File: config.mk
export PLATFORM = sky130hd
export DESIGN_NAME = quadrature_encoder_blink_rate
export DESIGN_NICKNAME = d
export VERILOG_FILES = /design/src/sv/qebr_pkg.sv /design/src/sv/quadrature_encoder_blink_rate.sv /design/src/sv/qebr_in_reg.sv /design/src/sv/qebr_core.sv
export SDC_FILE = /design/constraint.sdc
export NUM_CORES = 1
export LEC_CHECK = 0
export ABC_AREA = 1
export BUFFER_PORTS_ARGS = -buffer_cell sky130_fd_sc_hd__buf_4
export CAP_MARGIN = 5
export CELL_PAD_IN_SITES_DETAIL_PLACEMENT = 2
export CELL_PAD_IN_SITES_GLOBAL_PLACEMENT = 2
export CORE_UTILIZATION = 39
export DETAILED_ROUTE_END_ITERATION = 8
export GPL_ROUTABILITY_DRIVEN = 0
export PLACE_DENSITY = 0.95
export SLEW_MARGIN = 0
export SYNTH_ARGS = -nofsm -noshare
export SYNTH_HDL_FRONTEND = slang
export SYNTH_HIERARCHICAL = 1
export SYNTH_SLANG_ARGS = --single-unit
File: constraint.sdc
create_clock -name clock -period 9.1 [get_ports clock]
set_input_delay 1.82 -clock clock [delete_from_list [all_inputs] [get_ports clock]]
set_output_delay 1.82 -clock clock [all_outputs]
set_load 0.1 [all_outputs]
File: src/sv/qebr_pkg.sv
package qebr_pkg;

   localparam int unsigned REG_W = 8;
   localparam int unsigned CSR_INDEX_W = 2;

   localparam logic [CSR_INDEX_W-1:0] CSR_PERIOD_LO      = 2'd0;
   localparam logic [CSR_INDEX_W-1:0] CSR_PERIOD_HI      = 2'd1;
   localparam logic [CSR_INDEX_W-1:0] CSR_TICKS_PER_STEP = 2'd2;

   localparam logic [REG_W-1:0] PERIOD_LO_RESET      = 8'd2;
   localparam logic [REG_W-1:0] PERIOD_HI_RESET      = 8'd255;
   localparam logic [REG_W-1:0] TICKS_PER_STEP_RESET = 8'd5;
   localparam logic [REG_W-1:0] PERIOD_RESET         = 8'd127;

   typedef struct packed {
      logic                    led_on;
      logic                    led_toggled;
      logic [REG_W-1:0]        period_steps;
      logic signed [REG_W-1:0] raw_delta;
   } result_type;

   typedef struct packed {
      logic enc_a;
      logic enc_b;
   } tick_type;

endpackage

File: src/sv/quadrature_encoder_blink_rate.sv
// Quadrature encoder to LED blink rate controller.
//
// Request channel (req_valid / req_stall): one transfer per 1 ms tick,
// carrying the two encoder pin levels req_enc_a and req_enc_b.
// Response channel (rsp_valid / rsp_stall): exactly one transfer per tick,
// in order, with the LED level, a toggle flag, the clamped blink period
// and the accumulated encoder delta after that tick.
// Config port (csr_we / csr_index / csr_data): index 0 lowest period,
// 1 highest period, 2 ticks_per_step; index 3 is ignored. Write while idle.
//
// A request is captured in the input register, then the update logic
// feeds the response register, and the response is valid once that
// register is loaded; while rsp_stall holds it, the tick waits in the input register.
// One tick is taken per cycle while the receiver does not stall; the state update is a single
// add-and-clamp between those two registers.
// Reset clears both valid flags and returns all state and config to
// defaults. While the receiver stalls, the response holds and the input
// register fills, after which req_stall is raised until rsp_stall drops.
module quadrature_encoder_blink_rate (
   input  logic                                clock,
   input  logic                                reset,
   input  logic                                req_valid,
   output logic                                req_stall,
   input  logic                                req_enc_a,
   input  logic                                req_enc_b,
   output logic                                rsp_valid,
   input  logic                                rsp_stall,
   output logic                                rsp_led_on,
   output logic                                rsp_led_toggled,
   output logic [qebr_pkg::REG_W-1:0]          rsp_period_steps,
   output logic signed [qebr_pkg::REG_W-1:0]   rsp_raw_delta,
   input  logic                                csr_we,
   input  logic [qebr_pkg::CSR_INDEX_W-1:0]    csr_index,
   input  logic [qebr_pkg::REG_W-1:0]          csr_data
);

   qebr_pkg::tick_type   req_tick;
   qebr_pkg::tick_type   tick;
   qebr_pkg::result_type result;
   qebr_pkg::result_type rsp_ff;
   logic                 rsp_valid_ff, rsp_valid_in;
   logic                 tick_valid;
   logic                 advance;

   assign req_tick.enc_a = req_enc_a;
   assign req_tick.enc_b = req_enc_b;
   assign advance        = tick_valid && (!rsp_valid_ff || !rsp_stall);

   qebr_in_reg u_in_reg (
      .clock      (clock),
      .reset      (reset),
      .req_valid  (req_valid),
      .req_stall  (req_stall),
      .req_tick   (req_tick),
      .advance    (advance),
      .tick_valid (tick_valid),
      .tick       (tick)
   );

   qebr_core u_core (
      .clock     (clock),
      .reset     (reset),
      .csr_we    (csr_we),
      .csr_index (csr_index),
      .csr_data  (csr_data),
      .advance   (advance),
      .tick      (tick),
      .result    (result)
   );

   always_comb begin
      rsp_valid_in = rsp_valid_ff;
      if (advance) begin
         rsp_valid_in = 1'b1;
      end else if (!rsp_stall) begin
         rsp_valid_in = 1'b0;
      end
   end

   always_ff @(posedge clock) begin
      if (reset) begin
         rsp_valid_ff <= 1'b0;
      end else begin
         rsp_valid_ff <= rsp_valid_in;
      end
   end

   always_ff @(posedge clock) begin
      if (advance) begin
         rsp_ff <= result;
      end
   end

   assign rsp_valid        = rsp_valid_ff;
   assign rsp_led_on       = rsp_ff.led_on;
   assign rsp_led_toggled  = rsp_ff.led_toggled;
   assign rsp_period_steps = rsp_ff.period_steps;
   assign rsp_raw_delta    = rsp_ff.raw_delta;

endmodule

File: src/sv/qebr_in_reg.sv
module qebr_in_reg (
   input  logic               clock,
   input  logic               reset,
   input  logic               req_valid,
   output logic               req_stall,
   input  qebr_pkg::tick_type req_tick,
   input  logic               advance,
   output logic               tick_valid,
   output qebr_pkg::tick_type tick
);

   logic               valid_ff;
   logic               valid_in;
   qebr_pkg::tick_type tick_ff;
   logic               load;

   assign req_stall  = valid_ff && !advance;
   assign load       = req_valid && !req_stall;
   assign tick_valid = valid_ff;
   assign tick       = tick_ff;

   always_comb begin
      valid_in = valid_ff;
      if (load) begin
         valid_in = 1'b1;
      end else if (advance) begin
         valid_in = 1'b0;
      end
   end

   always_ff @(posedge clock) begin
      if (reset) begin
         valid_ff <= 1'b0;
      end else begin
         valid_ff <= valid_in;
      end
   end

   always_ff @(posedge clock) begin
      if (load) begin
         tick_ff <= req_tick;
      end
   end

endmodule

File: src/sv/qebr_core.sv
module qebr_core (
   input  logic                                      clock,
   input  logic                                      reset,
   input  logic                                      csr_we,
   input  logic [qebr_pkg::CSR_INDEX_W-1:0]          csr_index,
   input  logic [qebr_pkg::REG_W-1:0]                csr_data,
   input  logic                                      advance,
   input  qebr_pkg::tick_type                        tick,
   output qebr_pkg::result_type                      result
);

   logic [qebr_pkg::REG_W-1:0] period_lo_ff;
   logic [qebr_pkg::REG_W-1:0] period_hi_ff;
   logic [qebr_pkg::REG_W-1:0] ticks_per_step_ff;

   logic [1:0]                 last_code_ff, last_code_in;
   logic [qebr_pkg::REG_W-1:0] delta_ff, delta_in;
   logic [qebr_pkg::REG_W-1:0] period_ff, period_in;
   logic [qebr_pkg::REG_W-1:0] countdown_ff, countdown_in;
   logic [qebr_pkg::REG_W-1:0] phase_ff, phase_in;
   logic                       led_ff, led_in;

   logic [1:0]                 code;
   logic [1:0]                 diff;
   logic [qebr_pkg::REG_W-1:0] delta_enc;
   logic [qebr_pkg::REG_W-1:0] phase_inc;
   logic                       step;
   logic signed [qebr_pkg::REG_W-1:0] shifted;
   logic signed [qebr_pkg::REG_W+1:0] sum;
   logic                       toggled;

   always_ff @(posedge clock) begin
      if (reset) begin
         period_lo_ff      <= qebr_pkg::PERIOD_LO_RESET;
         period_hi_ff      <= qebr_pkg::PERIOD_HI_RESET;
         ticks_per_step_ff <= qebr_pkg::TICKS_PER_STEP_RESET;
      end else if (csr_we) begin
         unique case (csr_index)
            qebr_pkg::CSR_PERIOD_LO:      period_lo_ff      <= csr_data;
            qebr_pkg::CSR_PERIOD_HI:      period_hi_ff      <= csr_data;
            qebr_pkg::CSR_TICKS_PER_STEP: ticks_per_step_ff <= csr_data;
            default: ;
         endcase
      end
   end

   always_comb begin
      code      = {tick.enc_a, tick.enc_a ^ tick.enc_b};
      diff      = last_code_ff - code;
      last_code_in = last_code_ff;
      delta_enc = delta_ff;
      if (diff[0]) begin
         last_code_in = code;
         delta_enc    = diff[1] ? delta_ff + 8'd1 : delta_ff - 8'd1;
      end

      phase_inc = phase_ff + 8'd1;
      step      = (phase_inc >= ticks_per_step_ff);
      shifted   = $signed(delta_enc) >>> 1;
      sum       = $signed({2'b00, period_ff}) + {{2{shifted[qebr_pkg::REG_W-1]}}, shifted};

      phase_in     = phase_inc;
      delta_in     = delta_enc;
      period_in    = period_ff;
      countdown_in = countdown_ff;
      led_in       = led_ff;
      toggled      = 1'b0;

      if (step) begin
         phase_in = '0;
         delta_in = {{(qebr_pkg::REG_W-1){1'b0}}, delta_enc[0]};
         priority if (sum > $signed({2'b00, period_hi_ff})) begin
            period_in = period_hi_ff;
         end else if (sum < $signed({2'b00, period_lo_ff})) begin
            period_in = period_lo_ff;
         end else begin
            period_in = sum[qebr_pkg::REG_W-1:0];
         end
         if (countdown_ff <= 8'd1) begin
            led_in       = !led_ff;
            countdown_in = period_in;
            toggled      = 1'b1;
         end else begin
            countdown_in = countdown_ff - 8'd1;
         end
      end

      result.led_on       = led_in;
      result.led_toggled  = toggled;
      result.period_steps = period_in;
      result.raw_delta    = $signed(delta_in);
   end

   always_ff @(posedge clock) begin
      if (reset) begin
         last_code_ff <= '0;
         delta_ff     <= '0;
         period_ff    <= qebr_pkg::PERIOD_RESET;
         countdown_ff <= qebr_pkg::PERIOD_RESET;
         phase_ff     <= '0;
         led_ff       <= 1'b0;
      end else if (advance) begin
         last_code_ff <= last_code_in;
         delta_ff     <= delta_in;
         period_ff    <= period_in;
         countdown_ff <= countdown_in;
         phase_ff     <= phase_in;
         led_ff       <= led_in;
      end
   end

endmodule
==> metrics.csv, run 1 <==
metric,value,unit
status,completed,
postCtsSetupBuffers,0,
cts_hold_buf,0,
finalCritPeriodShare,0.645,
syn_nets,695,
dp_cells,830,
cts_tree,built,
swShare,0.469,
rows,41,
vias_per_cell,5.55,
synthCells,639,
grt.total_usage,0.298,
slowest_stage,xor2_2,
dr.pass1.iters,4,
antenna_found_initial,0,
layout.nets,725,
peakVddDrop,0.116,mV
clk_latency,0.35,ns
final-hold-violation-count,0,
avgRoutedWirePerCell,22.0,um
numCtsBuffers,9,
path_clk_slew,0.07,ns
pwr_density_cell,278,mW/mm^2
avgSynthCellArea,7.91,sq um
routed_wl,18600,um
cts_sinks,81,
cts_repair_resize_count,0,
ys_seq_elements,81,
yosysSeqAreaShare,0.360,
leakagePower,2.57,nW
synth_top_area_share,0.242,
ys_types,48,
grt_pass1_vias,5373,
synth_ff_type,dfxtp_1,
drv_slew,0,
antennaDiodeCount,0,
grt_max_degree,40,
power.share.clock,0.231,
path_class,reg -> reg,
fill_cells,1453,
num_vias,4693,
initial_core_util,0.401,
crit_path_end_kind,flip-flop,
synthArstFlopShare,0,
syn_to_final_growth,14.4,%
final_cell_mix,"nand2_1, inv_1, a21oi_1",
final_cell_count_no_fill,846,
finalCriticalPeriod,5.87,ns
drc,0,
multiInputGateArea,0.00280,sq mm
synth.area.top_cells,"dfxtp_1, edfxtp_1, ha_1, nand2_1, a21oi_1",
startpoint_type,flip-flop,
internal-power,852,uW
critPathMaxStageDelay,0.63,ns
postRouteAntennaNets,0,
grt_pass1_wl,29500,um
path_common_cell,nand2_1,
critPathRequiredTime,9.20,ns
p_seq_frac,0.262,
drive_gt1_frac,0.159,
grt-ovfl-total,0,
finalSetupTns,0,ns
htreeDepth,3,
synth_top_area_cell,dfxtp_1,
root_buffer,clkbuf_16,
comb_power_share,0.507,
fin_skew,0.0110,ns
ios,37,
tightest_slew,0.961,ns
clk_path_buf_depth,2,
die_w,116,um
relSlewSlack,0.359,
setup_violations,0,
switching_power,754,uW
arrival,5.97,ns
ff_latch_area,0.00182,sq mm
die_area,0.0134,sq mm
coreArea,0.0126,sq mm
die_h,116,um
drv_cap,0,
drt_iter0_drc,154,
syn_area,0.00505,sq mm
rsz0062_at_grt,false,
fmax,170,MHz
critPathMaxFanout,15,
synth-warning-count,6,
hold_class,reg -> reg,
mostFrequentLayoutCell,nand2_1,
hpwl,13400,um
portBuffers,36,
synth-edff-count,20,
synth_stat cells, types with 7 or more instances:
master and n:
nand2_4 8, nand4_1 12, inv_1 87, or2_2 7, a21oi_1 67, and2_1 7
dfxtp_1 61, o21ai_0 27, nand2_2 13, o211ai_1 12, xor2_1 17, edfxtp_1 20
clkbuf_1 15, nand3_1 43, ha_1 38, nor2_1 28, nand2_1 109
stage by stage:
step / util / hold slack [ns] / power [mW] / setup WS [ns] / cell area, sq um
6_report: 0.458 / 0.473 / 1.61 / 3.23 / 5780
5_1_grt: 0.458 / 0.509 / 1.69 / 2.98 / 5780
4_1_cts: 0.458 / 0.473 / 1.61 / 3.32 / 5780
3_5_place_dp: 0.434 / 0.460 / 1.20 / 3.52 / 5480
3_3_place_gp: 0.434 / 0.455 / 1.12 / 3.99 / 5480
2_1_floorplan: - / 0.435 / 0.994 / 3.98 / 5050
critical path: cells and delay by family, from the launching register on:
kind                     cells  cell delay [ns]
AO/OA/AOI/OAI                4             0.95
XOR/XNOR                     3             1.05
adder cells (fa/ha/maj)      3             0.78
buffers and inverters        5             0.43
flip-flops                   1             0.46
AND/OR/NAND/NOR             15             1.94
layer usage:
layer	wire length [um]	part of all wire	GRT usage	vias up
li1	-	-	-	2188
met1	7730	0.42	0.339	2336
met2	9570	0.51	0.536	114
met3	583	0.031	0.0560	55
met4	708	0.038	0.143	0
met5	0	0	0	-
power by group through the flow:
stage / clock (mW) / combinational, mW / sequential (mW)
2_1_floorplan: 0 / 0.512 / 0.482
3_3_place_gp: 0 / 0.692 / 0.424
3_5_place_dp: 0 / 0.777 / 0.427
6_report: 0.371 / 0.814 / 0.420
5_1_grt: 0.391 / 0.874 / 0.423
4_1_cts: 0.378 / 0.810 / 0.420
registers in the layout, indices dropped and copies added (netlist names):
register,cells
u_core/period_hi_ff,8
rsp_valid,1
u_core/phase_ff,8
u_core/period_ff,8
u_in_reg/tick_valid,1
u_in_reg/tick,2
u_core/countdown_ff,8
rsp_period_steps,8
u_core/ticks_per_step_ff,8
u_core/last_code_ff,2
u_core/led_ff,1
rsp_led_on,1
rsp_led_toggled,1
u_core/period_lo_ff,8
u_core/delta_ff,8
rsp_raw_delta,8
area by class of cell:
type | count | area share
clock buffers | 13 | 0.0487
clock inverters | 3 | 0.00325
inverters | 91 | 0.0591
multi-input cells | 446 | 0.485
flip-flops and latches | 81 | 0.315
well taps | 172 | 0.0372
repair buffers | 40 | 0.0519
kinds of logic (layout without fill, tap and decap cells):
| logic type | Yosys count | after routing | synth area share |
|---|---|---|---|
| AO/OA/AOI/OAI | 131 | 131 | 0.147 |
| XOR/XNOR | 24 | 24 | 0.0431 |
| adder cells (fa/ha/maj) | 39 | 39 | 0.0980 |
| buffers and inverters | 112 | 147 | 0.0874 |
| flip-flops | 81 | 81 | 0.360 |
| AND/OR/NAND/NOR | 252 | 252 | 0.264 |
final timing paths:
check,start,to,slack (ns),depth (start not counted)
worst max register to register,u_in_reg/tick[1]$_DFFE_PP_,rsp_period_steps[4]$_DFFE_PP_,3.23,30
worst min register to register,u_core/ticks_per_step_ff[1]$_SDFFE_PP0P_,u_core/ticks_per_step_ff[1]$_SDFFE_PP0P_,0.47,2
worst max-delay path,u_in_reg/tick[1]$_DFFE_PP_,rsp_period_steps[4]$_DFFE_PP_,3.23,30
worst min-delay path,u_core/ticks_per_step_ff[1]$_SDFFE_PP0P_,u_core/ticks_per_step_ff[1]$_SDFFE_PP0P_,0.47,2
No activity file was read; power rests on OpenSTA's default activity.
==> inputs of run 2 (changes only) <==
ABC_AREA = 0   (was 1)
CORE_UTILIZATION = 38   (was 39)
PLACE_DENSITY = 0.91   (was 0.95)
clock period = 6 ns   (was 9.1 ns; I/O delays follow)
==> run 2 against run 1 <==
Effect of this change:
- die area increased by 0.39%
- register-to-register slack got worse by 3.8 ns
- power increased by 94%
- via count increased by 0.34%
- largest cell class unchanged
- core utilization increased by 1.4 points
- first-iteration DRC count increased by 96%
- synthesized cell count decreased by 13%
- sequential power increased by 51%
- non-clock buffer count increased by 18
- final area increased by 3.6%
- global-route usage decreased by 2.1 points
- the run now ends with negative setup slack left
- clock power increased by 53%
==> metrics.csv, run 2 <==
metric,value,unit,change
worstHoldEndpoint,u_core/phase_ff[6]$_SDFFE_PP0P_,,
avgSynthCellArea,8.86,sq um,+12%
yosysSeqAreaShare,0.368,,+0.00803
timing.reg2reg.setup_slack,-0.58,ns,-3.81 ns
clk_latency,0.35,ns,about the same
routed_wl,20300,um,+9.1%
holdPathStages,2,,unchanged
design_area,0.00599,sq mm,+3.6%
arrival,6.64,ns,+0.67 ns
drv_cap,0,,unchanged
hpwl,12100,um,-9.6%
pwr_density_cell,521,mW/mm^2,+88%
syn_nets,614,,-12%
ys_types,68,,+42%
path_common_cell,ha_2,,
syn_to_final_growth,21.1,%,
drt_iter0_drc,302,,+96%
worst-path-buf-inv,1,,-4
status,"complete, but fails checks",,
final_util,0.473,,+0.0144
violations,negative setup slack,,
path_clk_slew,0.07,ns,about the same
startpoint_type,flip-flop,,
rows,41,,unchanged
synth-edff-count,20,,unchanged
dr.pass1.iters,5,,+1
synth_top_area_cell,dfxtp_1,,
drc,0,,unchanged
yosys.area_share.simple,0.192,,-0.0718
portBuffers,36,,unchanged
timing.rr.start,u_in_reg/tick[1]$_DFFE_PP_,,
layout_setup_ws,-0.583,ns,-3.81 ns
finalCritPeriodShare,1.10,,+0.452
finalCriticalPeriod,6.58,ns,+0.709 ns
grt_max_degree,72,,+80%
synthArstFlopShare,0,,unchanged
avgRoutedWirePerCell,26.1,um,+19%
dp_cells,746,,-10%
synth_top_area_share,0.247,,+0.00538
root_buffer,clkbuf_16,,
mostFrequentLayoutCell,nor2_1,,
drive_gt1_frac,0.201,,+0.0426
synth-compound-area-share,0.196,,+0.0491
postRouteAntennaNets,0,,unchanged
synth.area.top_cells,"dfxtp_1, edfxtp_1, ha_1, nor2_1, a21oi_1",,
antennaDiodeCount,0,,unchanged
grt.total_usage,0.278,,-0.0206
peakVddDrop,0.200,mV,+73%
antenna_found_initial,0,,unchanged
r2r-end,rsp_period_steps[2]$_DFFE_PP_,,
path_class,reg -> reg,,
setup_violations,24,,+24
cts_hold_buf,0,,unchanged
rsz0062_at_grt,true,,
fmax,152,MHz,-11%
fin_skew,0.0104,ns,-0.000631 ns
crit_start,u_in_reg/tick[1]$_DFFE_PP_,,
ios,37,,unchanged
final_cell_count_no_fill,778,,-8.0%
die_area,0.0135,sq mm,+0.39%
crit_family,compound AO/OA/AOI/OAI gates,,
synthAdderAreaFrac,0.100,,+0.00218
cts_tree,built,,
hold_class,reg -> reg,,
finalSetupTns,-11.24,ns,-11.24 ns
synthCells,558,,-13%
worstHoldStart,u_core/phase_ff[6]$_SDFFE_PP0P_,,
synth_xor_area_frac,0.0539,,+0.0108
grt_pass1_vias,4878,,-9.2%
clk_path_buf_depth,2,,unchanged
vias_per_cell,6.05,,+9.1%
htreeDepth,3,,unchanged
slowest_stage,edfxtp_1,,
num_vias,4709,,+0.34%
synthTopCellsByCount,"nor2_1, dfxtp_1, a21oi_1, inv_1, ha_1",,
grt_pass1_wl,27600,um,-6.2%
synth_ff_type,dfxtp_1,,
die_w,116,um,+0.19%
grt-ovfl-total,0,,unchanged
die_h,116,um,+0.19%
critPathMaxFanout,6,,-9
total_power,3.12,mW,+94%
tightest_slew,0.962,ns,+0.000906 ns
reg2reg_depth,28,,-6.7%
numCtsBuffers,9,,unchanged
coreArea,0.0127,sq mm,+0.41%
crit_path_end_kind,flip-flop,,
final-hold-violation-count,0,,unchanged
cts_sinks,81,,unchanged
syn_area,0.00494,sq mm,-2.2%
synth_top_family_by_area,compound AO/OA/AOI/OAI gates,,
critPathMaxStageDelay,0.44,ns,-0.19 ns
drv_slew,0,,unchanged
placed_cell_area,0.00537,sq mm,-2.1%
initial_core_util,0.390,,-0.0103
final_cell_mix,"nor2_1, dfxtp_1, buf_4",,
synth-warning-count,6,,unchanged
yosysMostFrequentCell,nor2_1,,
leakagePower,2.49,nW,-3.2%
critPathRequiredTime,6.06,ns,-3.14 ns
ys_seq_elements,81,,unchanged
relSlewSlack,0.357,,-0.00170
synthMuxAreaShare,0.0326,,+0.0326
layout.nets,657,,-9.4%
run 2: logic make-up (layout without fill, tap and decap cells):
logic type                 Yosys count  after routing
AOI/OAI and AO/OA                  140            140
xor gates and xnor gates            27             27
adders and majority gates           39             39
buffers and inverters               68            116
DFF                                 81             81
muxes                               16             16
and+or+nand+nor                    187            187
run 2: how the worst max path moves through the flow:
stage                                         end  slack, ns  cells after the start
finish              rsp_period_steps[2]$_DFFE_PP_      -0.58                     28
global route        rsp_period_steps[2]$_DFFE_PP_      -0.73                     28
CTS                 rsp_period_steps[0]$_DFFE_PP_       0.02                     28
detailed placement  rsp_period_steps[0]$_DFFE_PP_      -0.51                     27
global placement    rsp_period_steps[0]$_DFFE_PP_       0.08                     27
floorplan           rsp_period_steps[0]$_DFFE_PP_       0.10                     28
run 2: worst min-delay path: stages (launching register included):
cell and delay [ns]:
dfxtp_1 0.34, nand2_1 0.07, a21oi_1 0.05
run 2: what timing repair did:
action                                  4_1_cts  5_1_grt
buffers inserted                              6        9
gates cloned                                  1        0
resized for setup                            16       28
pin swaps                                     6       24
endpoints found under the setup margin       24       24
run 2: layout make-up:
type	count	area, sq um
well taps	172	215
multi-input cells	409	3060
flip-flops and latches	81	1820
clock buffers	11	264
inverters	42	158
clock inverters	5	33.8
repair buffers	58	437
fillers	1383	6680
run 2: metrics by stage:
step                hold slack [ns]  setup slack, ns
floorplan                     0.442            0.103
global placement              0.462           0.0758
detailed placement            0.495           -0.505
CTS                           0.505           0.0160
global route                  0.530           -0.735
finish                        0.508           -0.583
run 2: per-layer routing:
metal	wire, um	global-route usage	up-vias
li1	-	-	2062
met1	7950	0.324	2419
met2	10600	0.497	161
met3	823	0.0424	67
met4	910	0.130	0
met5	0	0	-
run 2: where the power goes:
part | internal [mW] | switching [mW] | total [mW]
registers | 0.599 | 0.0362 | 0.635
logic | 0.765 | 1.15 | 1.92
clock network | 0.318 | 0.248 | 0.566
==> inputs of run 3 (changes only) <==
ABC_AREA = 1   (was 0)
CORE_UTILIZATION = 35   (was 38)
PLACE_DENSITY = 0.89   (was 0.91)
SYNTH_HIERARCHICAL = not set   (was 1)
==> run 3 against run 2 <==
Effect of this change:
- register-to-register slack better by 1.0 ns
- the flow now finishes without violations
- sequential share of layout area up 2.1 points
- synthesized area is 1.7% lower
- first-iteration DRC count shrank 38%
==> metrics.csv, run 3 <==
metric,value,unit,change
multiInputGateArea,0.00262,sq mm,-14%
postCtsSetupBuffers,0,,-6
drv_cap,0,,unchanged
final_cell_mix,"nand2_1, inv_1, a21oi_1",,
die_area,0.0144,sq mm,+6.6%
critPathMaxStageDelay,0.44,ns,about the same
synth_ff_type,dfxtp_1,,
htreeDepth,3,,unchanged
portBuffers,36,,unchanged
final-hold-violation-count,0,,unchanged
cts_repair_resize_count,0,,-16
drt_iter0_drc,186,,-38%
ff_latch_area,0.00182,sq mm,unchanged
cts_hold_buf,0,,unchanged
timing.reg2reg.setup_slack,0.41,ns,+1.00 ns
cts_sinks,81,,unchanged
syn_nets,706,,+15%
synthArstFlopShare,0,,unchanged
synth-warning-count,0,,-6
syn_to_final_growth,15.4,%,
status,completed,,
grt_pass1_vias,5220,,+7.0%
drv_slew,0,,unchanged
startpoint_type,flip-flop,,
yosysMostFrequentCell,nand2_1,,
critPathMaxFanout,8,,+2
syn_area,0.00486,sq mm,-1.7%
rows,42,,+2.4%
path_common_cell,nand3_1,,
initial_core_util,0.363,,-0.0277
path_clk_slew,0.06,ns,about the same
postRouteAntennaNets,0,,unchanged
antennaDiodeCount,0,,unchanged
dr.pass1.iters,6,,+1
leakagePower,2.55,nW,+2.7%
fmax,179,MHz,+18%
grt_pass1_wl,27600,um,-0.27%
yosysSeqAreaShare,0.375,,+0.00655
grt.total_usage,0.253,,-0.0248
numCtsBuffers,9,,unchanged
cts_tree,built,,
tightest_slew,0.909,ns,-0.0525 ns
drive_gt1_frac,0.119,,-0.0820
clk_latency,0.35,ns,about the same
setup_violations,0,,-100%
finalCritPeriodShare,0.931,,-0.166
finalCriticalPeriod,5.59,ns,-0.997 ns
layout.nets,738,,+12%
synth_top_area_cell,dfxtp_1,,
avgSynthCellArea,7.47,sq um,-16%
root_buffer,clkbuf_16,,
synth.area.top_cells,"dfxtp_1, edfxtp_1, nand2_1, ha_1, inv_1",,
synthTopCellsByCount,"nand2_1, inv_1, a21oi_1, dfxtp_1, nand3_1",,
coreArea,0.0134,sq mm,+5.8%
synthCells,650,,+16%
relSlewSlack,0.390,,+0.0331
slowest_stage,edfxtp_1,,
hpwl,12700,um,+4.4%
mostFrequentLayoutCell,nand2_1,,
drc,0,,unchanged
fin_skew,0.00663,ns,-0.00376 ns
peakVddDrop,0.129,mV,-35%
ys_types,40,,-41%
total_power,2.20,mW,-30%
pwr_density_cell,392,mW/mm^2,-25%
num_vias,4627,,-1.7%
grt_max_degree,38,,-47%
finalSetupTns,0,ns,+11.24 ns
path_class,reg -> reg,,
arrival,5.70,ns,-0.94 ns
routed_wl,17000,um,-16%
synth-edff-count,20,,unchanged
grt-ovfl-total,0,,unchanged
antenna_found_initial,0,,unchanged
ios,37,,unchanged
vias_per_cell,5.36,,-11%
critPathRequiredTime,6.11,ns,+0.05 ns
synth_top_area_share,0.251,,+0.00439
avgRoutedWirePerCell,19.7,um,-24%
clk_path_buf_depth,2,,unchanged
hold_class,reg -> reg,,
fill_cells,1576,,+14%
ys_seq_elements,81,,unchanged
die_h,120,um,+3.2%
die_w,120,um,+3.2%
crit_path_end_kind,flip-flop,,
## run 3: logic make-up after synthesis
group | synth area share
simple gates | 0.249
buf+inv | 0.0870
xor+xnor | 0.0343
fa+ha+maj | 0.102
compound gates | 0.153
flops | 0.375
## run 3: layout make-up
type                    instances  area share
clock inverters                 2     0.00179
repair buffers                 38      0.0509
well taps                     176      0.0393
multi-input cells             457       0.468
clock buffers                  14      0.0509
inverters                      95      0.0641
flip-flops and latches         81       0.325
## run 3: final timing paths
path | startpoint | endpoint | depth (start not counted)
min | u_core.ticks_per_step_ff[0]$_SDFFE_PP1P_ | u_core.ticks_per_step_ff[0]$_SDFFE_PP1P_ | 2
max | u_in_reg.tick[1]$_DFFE_PP_ | rsp_period_steps[6]$_DFFE_PP_ | 32
min reg2reg | u_core.ticks_per_step_ff[0]$_SDFFE_PP1P_ | u_core.ticks_per_step_ff[0]$_SDFFE_PP1P_ | 2
max reg2reg | u_in_reg.tick[1]$_DFFE_PP_ | rsp_period_steps[6]$_DFFE_PP_ | 32
## run 3: stage by stage
step | worst slack, ns | utilization | instance area [sq um] | cells | hold slack (ns)
2_1_floorplan | 1.44 | - | 4860 | 650 | 0.433
3_3_place_gp | 0.899 | 0.396 | 5300 | 847 | 0.462
3_5_place_dp | 0.491 | 0.396 | 5300 | 847 | 0.463
4_1_cts | 0.346 | 0.418 | 5600 | 863 | 0.479
5_1_grt | -0.00663 | 0.418 | 5610 | 863 | 0.502
6_report | 0.414 | 0.418 | 5610 | 863 | 0.471
## run 3: worst max-delay path, delay by kind of cell, from the launching register on
kind                     cells  cell delay (ns)
AND/OR/NAND/NOR             16             1.90
AO/OA/AOI/OAI                5             0.86
adder cells (fa/ha/maj)      4             1.09
buffers and inverters        5             0.41
XOR/XNOR                     2             0.63
flip-flops                   1             0.44
## run 3: layer usage
layer,global-route usage,wire length [um],up-vias
met5,0,0,-
met4,0.129,559,0
met3,0.0299,518,33
met2,0.455,8730,97
met1,0.294,7180,2288
li1,-,-,2209
## run 3: where the power goes
| group | switching [mW] | internal (mW) |
|---|---|---|
| Clock | 0.237 | 0.328 |
| Sequential | 0.0233 | 0.601 |
| Combinational | 0.705 | 0.306 |
| Total | 0.965 | 1.23 |
